### config.mk
export PLATFORM = sky130hd
export DESIGN_NAME = battery_level_debounce_monitor_core
export DESIGN_NICKNAME = d
export VERILOG_FILES = /design/src/design/bldm_pkg.sv /design/src/design/bldm_csr.sv /design/src/design/bldm_grade.sv /design/src/design/bldm_debounce.sv /design/src/design/battery_level_debounce_monitor_core.sv
export SDC_FILE = /design/constraint.sdc
export NUM_CORES = 1
export LEC_CHECK = 0
export ABC_CLOCK_PERIOD_IN_PS = 6200
export BUFFER_PORTS_ARGS = -buffer_cell sky130_fd_sc_hd__buf_2
export CELL_PAD_IN_SITES_DETAIL_PLACEMENT = 1
export CELL_PAD_IN_SITES_GLOBAL_PLACEMENT = 1
export CORE_MARGIN = 4
export CORE_UTILIZATION = 25
export DETAILED_ROUTE_END_ITERATION = 12
export HOLD_SLACK_MARGIN = 0.08
export PLACE_DENSITY_LB_ADDON = 0.08
export SYNTH_ARGS = -nofsm -noshare
export SYNTH_HDL_FRONTEND = slang
export SYNTH_SLANG_ARGS = --single-unit
### constraint.sdc
create_clock -name clock -period 6.2 [get_ports clock]
set_input_delay 0.31 -clock clock [delete_from_list [all_inputs] [get_ports clock]]
set_output_delay 0.31 -clock clock [all_outputs]
set_load 0.05 [all_outputs]
### src/design/bldm_pkg.sv
// ----------------------------------------------------------------------------
// bldm_pkg
// Types, register indexes, reset values and the level to percent map shared
// by the battery level debounce monitor.
// ----------------------------------------------------------------------------
package bldm_pkg;

   localparam int SAMPLE_WIDTH     = 10;
   localparam int OFFSET_WIDTH     = 8;
   localparam int LEVEL_WIDTH      = 3;
   localparam int PERCENT_WIDTH    = 7;
   localparam int NUM_THRESHOLDS   = 5;
   localparam int CSR_INDEX_WIDTH  = 3;
   localparam int CSR_DATA_WIDTH   = 10;

   localparam int DEBOUNCE_COUNT_DEFAULT = 10;

   typedef logic [LEVEL_WIDTH-1:0] level_type;

   localparam level_type LEVEL_CRITICAL = 3'd0;
   localparam level_type LEVEL_WARNING  = 3'd1;
   localparam level_type LEVEL_QUARTER  = 3'd2;
   localparam level_type LEVEL_HALF     = 3'd3;
   localparam level_type LEVEL_HIGH     = 3'd4;
   localparam level_type LEVEL_FULL     = 3'd5;

   typedef enum logic [CSR_INDEX_WIDTH-1:0] {
      CSR_CRITICAL    = 3'd0,
      CSR_WARNING     = 3'd1,
      CSR_QUARTER     = 3'd2,
      CSR_HALF        = 3'd3,
      CSR_FULL        = 3'd4,
      CSR_LOAD_OFFSET = 3'd5
   } csr_index_type;

   localparam logic [NUM_THRESHOLDS-1:0][SAMPLE_WIDTH-1:0] THRESHOLD_RESET =
      {10'd319, 10'd296, 10'd277, 10'd269, 10'd265};
   localparam logic [OFFSET_WIDTH-1:0] LOAD_OFFSET_RESET = 8'd10;

   typedef struct packed {
      logic [SAMPLE_WIDTH-1:0] adc_sample;
      logic                    control_enabled;
      logic                    motor_running;
      logic                    charging;
   } req_payload_type;

   typedef struct packed {
      level_type                stable_level;
      logic [PERCENT_WIDTH-1:0] percent;
      logic                     level_changed;
      logic                     charging_changed;
   } rsp_payload_type;

   typedef struct packed {
      logic [NUM_THRESHOLDS-1:0][SAMPLE_WIDTH-1:0] threshold;
      logic [OFFSET_WIDTH-1:0]                     load_offset;
   } cfg_type;

   function automatic logic [PERCENT_WIDTH-1:0] bldm_percent(input level_type level);
      logic [PERCENT_WIDTH-1:0] pct;
      case (level)
         LEVEL_QUARTER: begin
            pct = 7'd25;
         end
         LEVEL_HALF: begin
            pct = 7'd50;
         end
         LEVEL_HIGH: begin
            pct = 7'd75;
         end
         LEVEL_FULL: begin
            pct = 7'd100;
         end
         default: begin
            pct = 7'd0;
         end
      endcase
      return pct;
   endfunction

endpackage

### src/design/bldm_csr.sv
// ----------------------------------------------------------------------------
// bldm_csr
// Threshold and load offset registers, written through a plain write port.
// ----------------------------------------------------------------------------
module bldm_csr
   import bldm_pkg::*;
(
   input  logic                       clock,
   input  logic                       reset,
   input  logic                       csr_write_enable,
   input  logic [CSR_INDEX_WIDTH-1:0] csr_index,
   input  logic [CSR_DATA_WIDTH-1:0]  csr_write_data,
   output cfg_type                    cfg
);

   cfg_type cfg_ff;
   cfg_type cfg_in;

   always_comb begin
      cfg_in = cfg_ff;
      if (csr_write_enable) begin
         case (csr_index)
            CSR_CRITICAL: begin
               cfg_in.threshold[0] = csr_write_data[SAMPLE_WIDTH-1:0];
            end
            CSR_WARNING: begin
               cfg_in.threshold[1] = csr_write_data[SAMPLE_WIDTH-1:0];
            end
            CSR_QUARTER: begin
               cfg_in.threshold[2] = csr_write_data[SAMPLE_WIDTH-1:0];
            end
            CSR_HALF: begin
               cfg_in.threshold[3] = csr_write_data[SAMPLE_WIDTH-1:0];
            end
            CSR_FULL: begin
               cfg_in.threshold[4] = csr_write_data[SAMPLE_WIDTH-1:0];
            end
            CSR_LOAD_OFFSET: begin
               cfg_in.load_offset = csr_write_data[OFFSET_WIDTH-1:0];
            end
            default: begin
               cfg_in = cfg_ff;
            end
         endcase
      end
   end

   always_ff @(posedge clock) begin
      if (reset) begin
         cfg_ff.threshold   <= THRESHOLD_RESET;
         cfg_ff.load_offset <= LOAD_OFFSET_RESET;
      end else begin
         cfg_ff <= cfg_in;
      end
   end

   assign cfg = cfg_ff;

endmodule

### src/design/bldm_grade.sv
// ----------------------------------------------------------------------------
// bldm_grade
// Lowers the thresholds under load and grades the sample into a level.
// ----------------------------------------------------------------------------
module bldm_grade
   import bldm_pkg::*;
(
   input  cfg_type                 cfg,
   input  logic [SAMPLE_WIDTH-1:0] adc_sample,
   input  logic                    loaded,
   output level_type               level
);

   logic [NUM_THRESHOLDS-1:0][SAMPLE_WIDTH:0]   diff;
   logic [NUM_THRESHOLDS-1:0][SAMPLE_WIDTH-1:0] lowered;
   logic [NUM_THRESHOLDS-1:0]                   below;

   always_comb begin
      for (int i = 0; i < NUM_THRESHOLDS; i++) begin
         diff[i] = {1'b0, cfg.threshold[i]}
                 - {{(SAMPLE_WIDTH + 1 - OFFSET_WIDTH){1'b0}}, cfg.load_offset};
         if (!loaded) begin
            lowered[i] = cfg.threshold[i];
         end else if (diff[i][SAMPLE_WIDTH]) begin
            lowered[i] = '0;
         end else begin
            lowered[i] = diff[i][SAMPLE_WIDTH-1:0];
         end
         below[i] = adc_sample < lowered[i];
      end
   end

   always_comb begin
      level = LEVEL_FULL;
      for (int i = NUM_THRESHOLDS - 1; i >= 0; i--) begin
         if (below[i]) begin
            level = LEVEL_WIDTH'(i);
         end
      end
   end

endmodule

### src/design/bldm_debounce.sv
// ----------------------------------------------------------------------------
// bldm_debounce
// Debounce state, charging edge detection and the result register.
// ----------------------------------------------------------------------------
module bldm_debounce
   import bldm_pkg::*;
#(
   parameter int DEBOUNCE_COUNT = DEBOUNCE_COUNT_DEFAULT
)
(
   input  logic            clock,
   input  logic            reset,
   input  logic            advance,
   input  level_type       level,
   input  logic            charging,
   input  logic            rsp_stall,
   output logic            rsp_valid,
   output rsp_payload_type rsp_word
);

   localparam int CountWidth = $clog2(DEBOUNCE_COUNT + 1);
   localparam logic [CountWidth:0] CountLimit = (CountWidth + 1)'(DEBOUNCE_COUNT);

   level_type             candidate_ff;
   level_type             candidate_in;
   level_type             stable_ff;
   level_type             stable_in;
   logic [CountWidth-1:0] count_ff;
   logic [CountWidth-1:0] count_in;
   logic                  last_charging_ff;
   logic                  rsp_valid_ff;
   logic                  rsp_valid_in;
   rsp_payload_type       rsp_word_ff;
   rsp_payload_type       rsp_word_in;
   logic [CountWidth:0]   count_next;
   logic                  level_changed;

   always_comb begin
      candidate_in  = candidate_ff;
      stable_in     = stable_ff;
      count_in      = count_ff;
      level_changed = 1'b0;
      count_next    = {1'b0, count_ff} + (CountWidth + 1)'(1);
      if (level == candidate_ff) begin
         if (count_next >= CountLimit) begin
            if (stable_ff != level) begin
               stable_in     = level;
               level_changed = 1'b1;
            end
            count_in = CountLimit[CountWidth-1:0];
         end else begin
            count_in = count_next[CountWidth-1:0];
         end
      end else begin
         candidate_in = level;
         count_in     = '0;
      end
   end

   always_comb begin
      rsp_word_in.stable_level     = stable_in;
      rsp_word_in.percent          = bldm_percent(stable_in);
      rsp_word_in.level_changed    = level_changed;
      rsp_word_in.charging_changed = charging != last_charging_ff;
   end

   always_comb begin
      rsp_valid_in = rsp_valid_ff;
      if (advance) begin
         rsp_valid_in = 1'b1;
      end else if (!rsp_stall) begin
         rsp_valid_in = 1'b0;
      end
   end

   always_ff @(posedge clock) begin
      if (reset) begin
         candidate_ff     <= LEVEL_FULL;
         stable_ff        <= LEVEL_FULL;
         count_ff         <= '0;
         last_charging_ff <= 1'b0;
         rsp_valid_ff     <= 1'b0;
      end else begin
         rsp_valid_ff <= rsp_valid_in;
         if (advance) begin
            candidate_ff     <= candidate_in;
            stable_ff        <= stable_in;
            count_ff         <= count_in;
            last_charging_ff <= charging;
         end
      end
   end

   always_ff @(posedge clock) begin
      if (advance) begin
         rsp_word_ff <= rsp_word_in;
      end
   end

   assign rsp_valid = rsp_valid_ff;
   assign rsp_word  = rsp_word_ff;

endmodule

### src/design/battery_level_debounce_monitor_core.sv
// ----------------------------------------------------------------------------
// battery_level_debounce_monitor_core
// Grades battery ADC samples into six levels and debounces the level.
//
// Each word on the req channel is one tick: a sample plus the enable, motor
// and charging bits. Each accepted word yields exactly one rsp word with the
// debounced level, its percentage and change pulses. A word is taken on a
// rising edge with valid high and stall low on its channel.
// A word is held in the input register and is graded and debounced on its
// way into the result register, which takes it unless a stalled result is
// still held there. One word per cycle is sustained while the receiver does
// not stall; the single grading and debounce stage sets that figure.
// When the receiver stalls, the result register holds its word and the
// input register may still take one more word before req_stall rises.
// Synchronous reset empties both registers, loads the threshold and load
// offset reset values and sets the debounced and candidate levels to full.
// Users must write csr port registers only while idle; the block does not check.
// ----------------------------------------------------------------------------
module battery_level_debounce_monitor_core
   import bldm_pkg::*;
#(
   parameter int DEBOUNCE_COUNT = DEBOUNCE_COUNT_DEFAULT
)
(
   input  logic                       clock,
   input  logic                       reset,
   input  logic                       req_valid,
   output logic                       req_stall,
   input  req_payload_type            req_word,
   output logic                       rsp_valid,
   input  logic                       rsp_stall,
   output rsp_payload_type            rsp_word,
   input  logic                       csr_write_enable,
   input  logic [CSR_INDEX_WIDTH-1:0] csr_index,
   input  logic [CSR_DATA_WIDTH-1:0]  csr_write_data
);

   cfg_type         cfg;
   logic            in_valid_ff;
   logic            in_valid_in;
   req_payload_type in_word_ff;
   logic            accept;
   logic            advance;
   level_type       level;

   assign advance   = in_valid_ff && (!rsp_valid || !rsp_stall);
   assign req_stall = in_valid_ff && !advance;
   assign accept    = req_valid && !req_stall;

   always_comb begin
      in_valid_in = in_valid_ff;
      if (accept) begin
         in_valid_in = 1'b1;
      end else if (advance) begin
         in_valid_in = 1'b0;
      end
   end

   always_ff @(posedge clock) begin
      if (reset) begin
         in_valid_ff <= 1'b0;
      end else begin
         in_valid_ff <= in_valid_in;
      end
   end

   always_ff @(posedge clock) begin
      if (accept) begin
         in_word_ff <= req_word;
      end
   end

   bldm_csr u_csr (
      .clock            (clock),
      .reset            (reset),
      .csr_write_enable (csr_write_enable),
      .csr_index        (csr_index),
      .csr_write_data   (csr_write_data),
      .cfg              (cfg)
   );

   bldm_grade u_grade (
      .cfg        (cfg),
      .adc_sample (in_word_ff.adc_sample),
      .loaded     (in_word_ff.control_enabled && in_word_ff.motor_running),
      .level      (level)
   );

   bldm_debounce #(
      .DEBOUNCE_COUNT (DEBOUNCE_COUNT)
   ) u_debounce (
      .clock     (clock),
      .reset     (reset),
      .advance   (advance),
      .level     (level),
      .charging  (in_word_ff.charging),
      .rsp_stall (rsp_stall),
      .rsp_valid (rsp_valid),
      .rsp_word  (rsp_word)
   );

endmodule

==> results.yml <==
run_status:
  status: "finished clean"
global_routing:
  grt_usage_pct: 16.9
  grt_pass1_wl_um: 39700
  antenna_found_initial: 1
  grt_pass1_vias: 6712
  grt-ovfl-total: 0
  grt_start_max_net_pins: 45
cells_and_area:
  diodes: 0
  stdcell_count: 1252
  design_area_um2: 8010
  drive_gt1_share_pct: 10.1
  final_util_pct: 28.8
  syn_to_final_growth_pct: 14.0
  final.fill_count: 3316
  fin_nets: 992
route:
  wirelength_um: 25900
  drt_iter0_markers: 271
  post-route-drc-count: 0
  avgRoutedWirePerCell_um: 20.7
  avgViaCountPerCell: 5.05
  drtPass1Iterations: 4
  antenna_left: 0
  vias: 6324
floorplan:
  start_util_pct: 25.3
  std_cell_rows: 61
  die_y_um: 176
  coreArea_um2: 27800
  fp.dieW_um: 176
  io_pins: 45
  die_area_um2: 30900
logic_synthesis:
  post-synth-top-count-cell: "nand2_1"
  synthDistinctLibCells: 72
  synth_top_family_by_area: "simple AND/OR/NAND/NOR gates"
  synth_area_leaders: "dfxtp_1, ha_1, edfxtp_1"
  synth_nets: 958
  synth_compound_area_share_pct: 20.5
  yosysSeqAreaShare_pct: 30.5
  synth-adder-area-share_pct: 16.9
  async_flop_share_pct: 0
  ys_warn_count: 0
  synth_cells: 835
  synth_top_area_share_pct: 20.2
  synth_edf_count: 24
  ys_seq_elements: 95
  syn_area_um2: 7030
  synth.top_cells.by_count: "nand2_1, ha_1, dfxtp_1, a21oi_1, nor2_1"
  synthSimpleGateAreaFrac_pct: 20.7
  ys.flop_type: "dfxtp_1"
  yosys.area.top_type: "dfxtp_1"
  avgSynthCellArea_um2: 8.42
  synth_mux_area_share_pct: 4.77
  synth-xor-area-share_pct: 2.74
timing:
  final-setup-viol-count: 0
  finalHoldViolations: 0
  finalClockSkew_ns: 0.0135
  layout_setup_ws_ns: 0.325
  final.setup.tns_ns: 0
  tightest_slew_ns: 1.03
  finalCritPeriodShare_pct: 94.8
  maxSlewHeadroom_pct: 30.7
  fmax_mhz: 170
  hold_ws_ns: 0.118
  final_max_slew_viol_count: 0
  rsz0062_at_grt: "no"
  fin_crit_ns: 5.87
cts:
  clock_path_buffers: 2
  cts_root_buffer: "clkbuf_16"
  numCtsBuffers: 9
  cts_max_level: 3
  clock-sinks: 95
  hold_buffers: 0
  cts_tree: "built"
  path_clk_slew_ns: 0.08
  clock_latency_ns: 0.36
power:
  irDropWorstVdd_v: 0.0000986
  p_leak_nw: 3.13
  power-per-cell-area_nw_per_um2: 200
  power_mw: 1.60
placed_design:
  postPlaceCellArea_um2: 7680
  placedCellCount: 1235
  dpl.hpwl_um: 19700
  gp_congestion: 0.847
  portBuffers: 44
  place_ws_ns: 0.233
worst_setup_path:
  endpoint_kind: "flop"
  critPathMaxFanout: 12
  required_ns: 6.32
  critPathLaunchType: "flop"
  critical_path_class: "reg -> reg"
  worstPathArrival_ns: 5.99
hold_path:
  hold_class: "in -> reg"
job:
  drv_cap: 0
## timing repair
item                                    in CTS  in global routing
gates resized for setup                      0                  5
buffers inserted                             0                  1
endpoints found under the setup margin       0                 10
## power breakdown
| group | switching [mW] | internal (mW) |
|---|---|---|
| Combinational | 0.214 | 0.124 |
| Clock | 0.296 | 0.287 |
| Sequential | 0.0280 | 0.654 |
## logic make-up (layout without fill, tap and decap cells)
logic type / count (synthesis) / in the layout
AO/OA/AOI/OAI: 212 / 212
XOR/XNOR: 22 / 22
adder cells (fa/ha/maj): 92 / 92
buffers and inverters: 70 / 109
flip-flops: 95 / 95
multiplexers: 33 / 33
AND/OR/NAND/NOR: 311 / 311
## critical path, stage by stage, from the launching register on
cell and delay [ns]:
dfxtp_1 0.53, ha_1 0.28, inv_1 0.07, fa_1 0.41, a21o_1 0.19, nand4_1 0.14
a21boi_1 0.14, o21ai_0 0.25, nor2b_1 0.41, nor2_1 0.21, a22oi_1 0.23, ha_1 0.18
nand4_1 0.18, a2111oi_4 0.37, or4b_4 0.54, and3_4 0.18, nor3_4 0.27, a311oi_4 0.24
nor3_4 0.44, mux2_1 0.38
## per-layer routing
layer,track usage (%),part of all wire (%)
met5,0,0
met1,21.3,45
met3,2.26,2.5
met2,30.4,50
met4,4.78,2.3
## flip-flops by register name, summed over array words and instances, names as in the netlist
| signal | count |
|---|---|
| u_debounce.stable_ff | 3 |
| u_debounce.count_ff | 4 |
| in_word_ff | 13 |
| u_csr.cfg | 58 |
| u_debounce.rsp_word | 11 |
| u_debounce.rsp_valid | 1 |
| u_debounce.candidate_ff | 3 |
| in_valid_ff | 1 |
| u_debounce.last_charging_ff | 1 |
## cell type report
type	count	area [um2]	share of cell area, %
Tap cell	378	473	5.90
Clock inverter	7	76.3	0.953
Multi-Input combinational cell	670	4640	57.9
Inverter	39	146	1.83
Sequential cell	95	2140	26.7
Clock buffer	9	225	2.81
Timing Repair Buffer	54	308	3.84
## final timing paths
| check | slack, ns | cells past startpoint | from | to |
|---|---|---|---|---|
| setup / recovery | 0.33 | 19 | u_csr.cfg[0] | u_debounce.rsp_word[5] |
| hold / removal | 0.12 | 1 | req_word[12] | in_word_ff[12] |
| hold reg to reg | 0.46 | 2 | u_csr.cfg[5] | u_csr.cfg[5] |
| setup reg to reg | 0.33 | 19 | u_csr.cfg[0] | u_debounce.rsp_word[5] |
## layout by cell type, fill, tap and decap left out, types with 24 or more instances in the layout
cell type and n:
a21oi_1 67, ha_1 87, nand2_1 143, mux2i_1 29, o21ai_0 31, buf_2 44, edfxtp_1 24, nor2_1 61
inv_1 38, dfxtp_1 71
No activity file was read; power rests on OpenSTA's default activity.
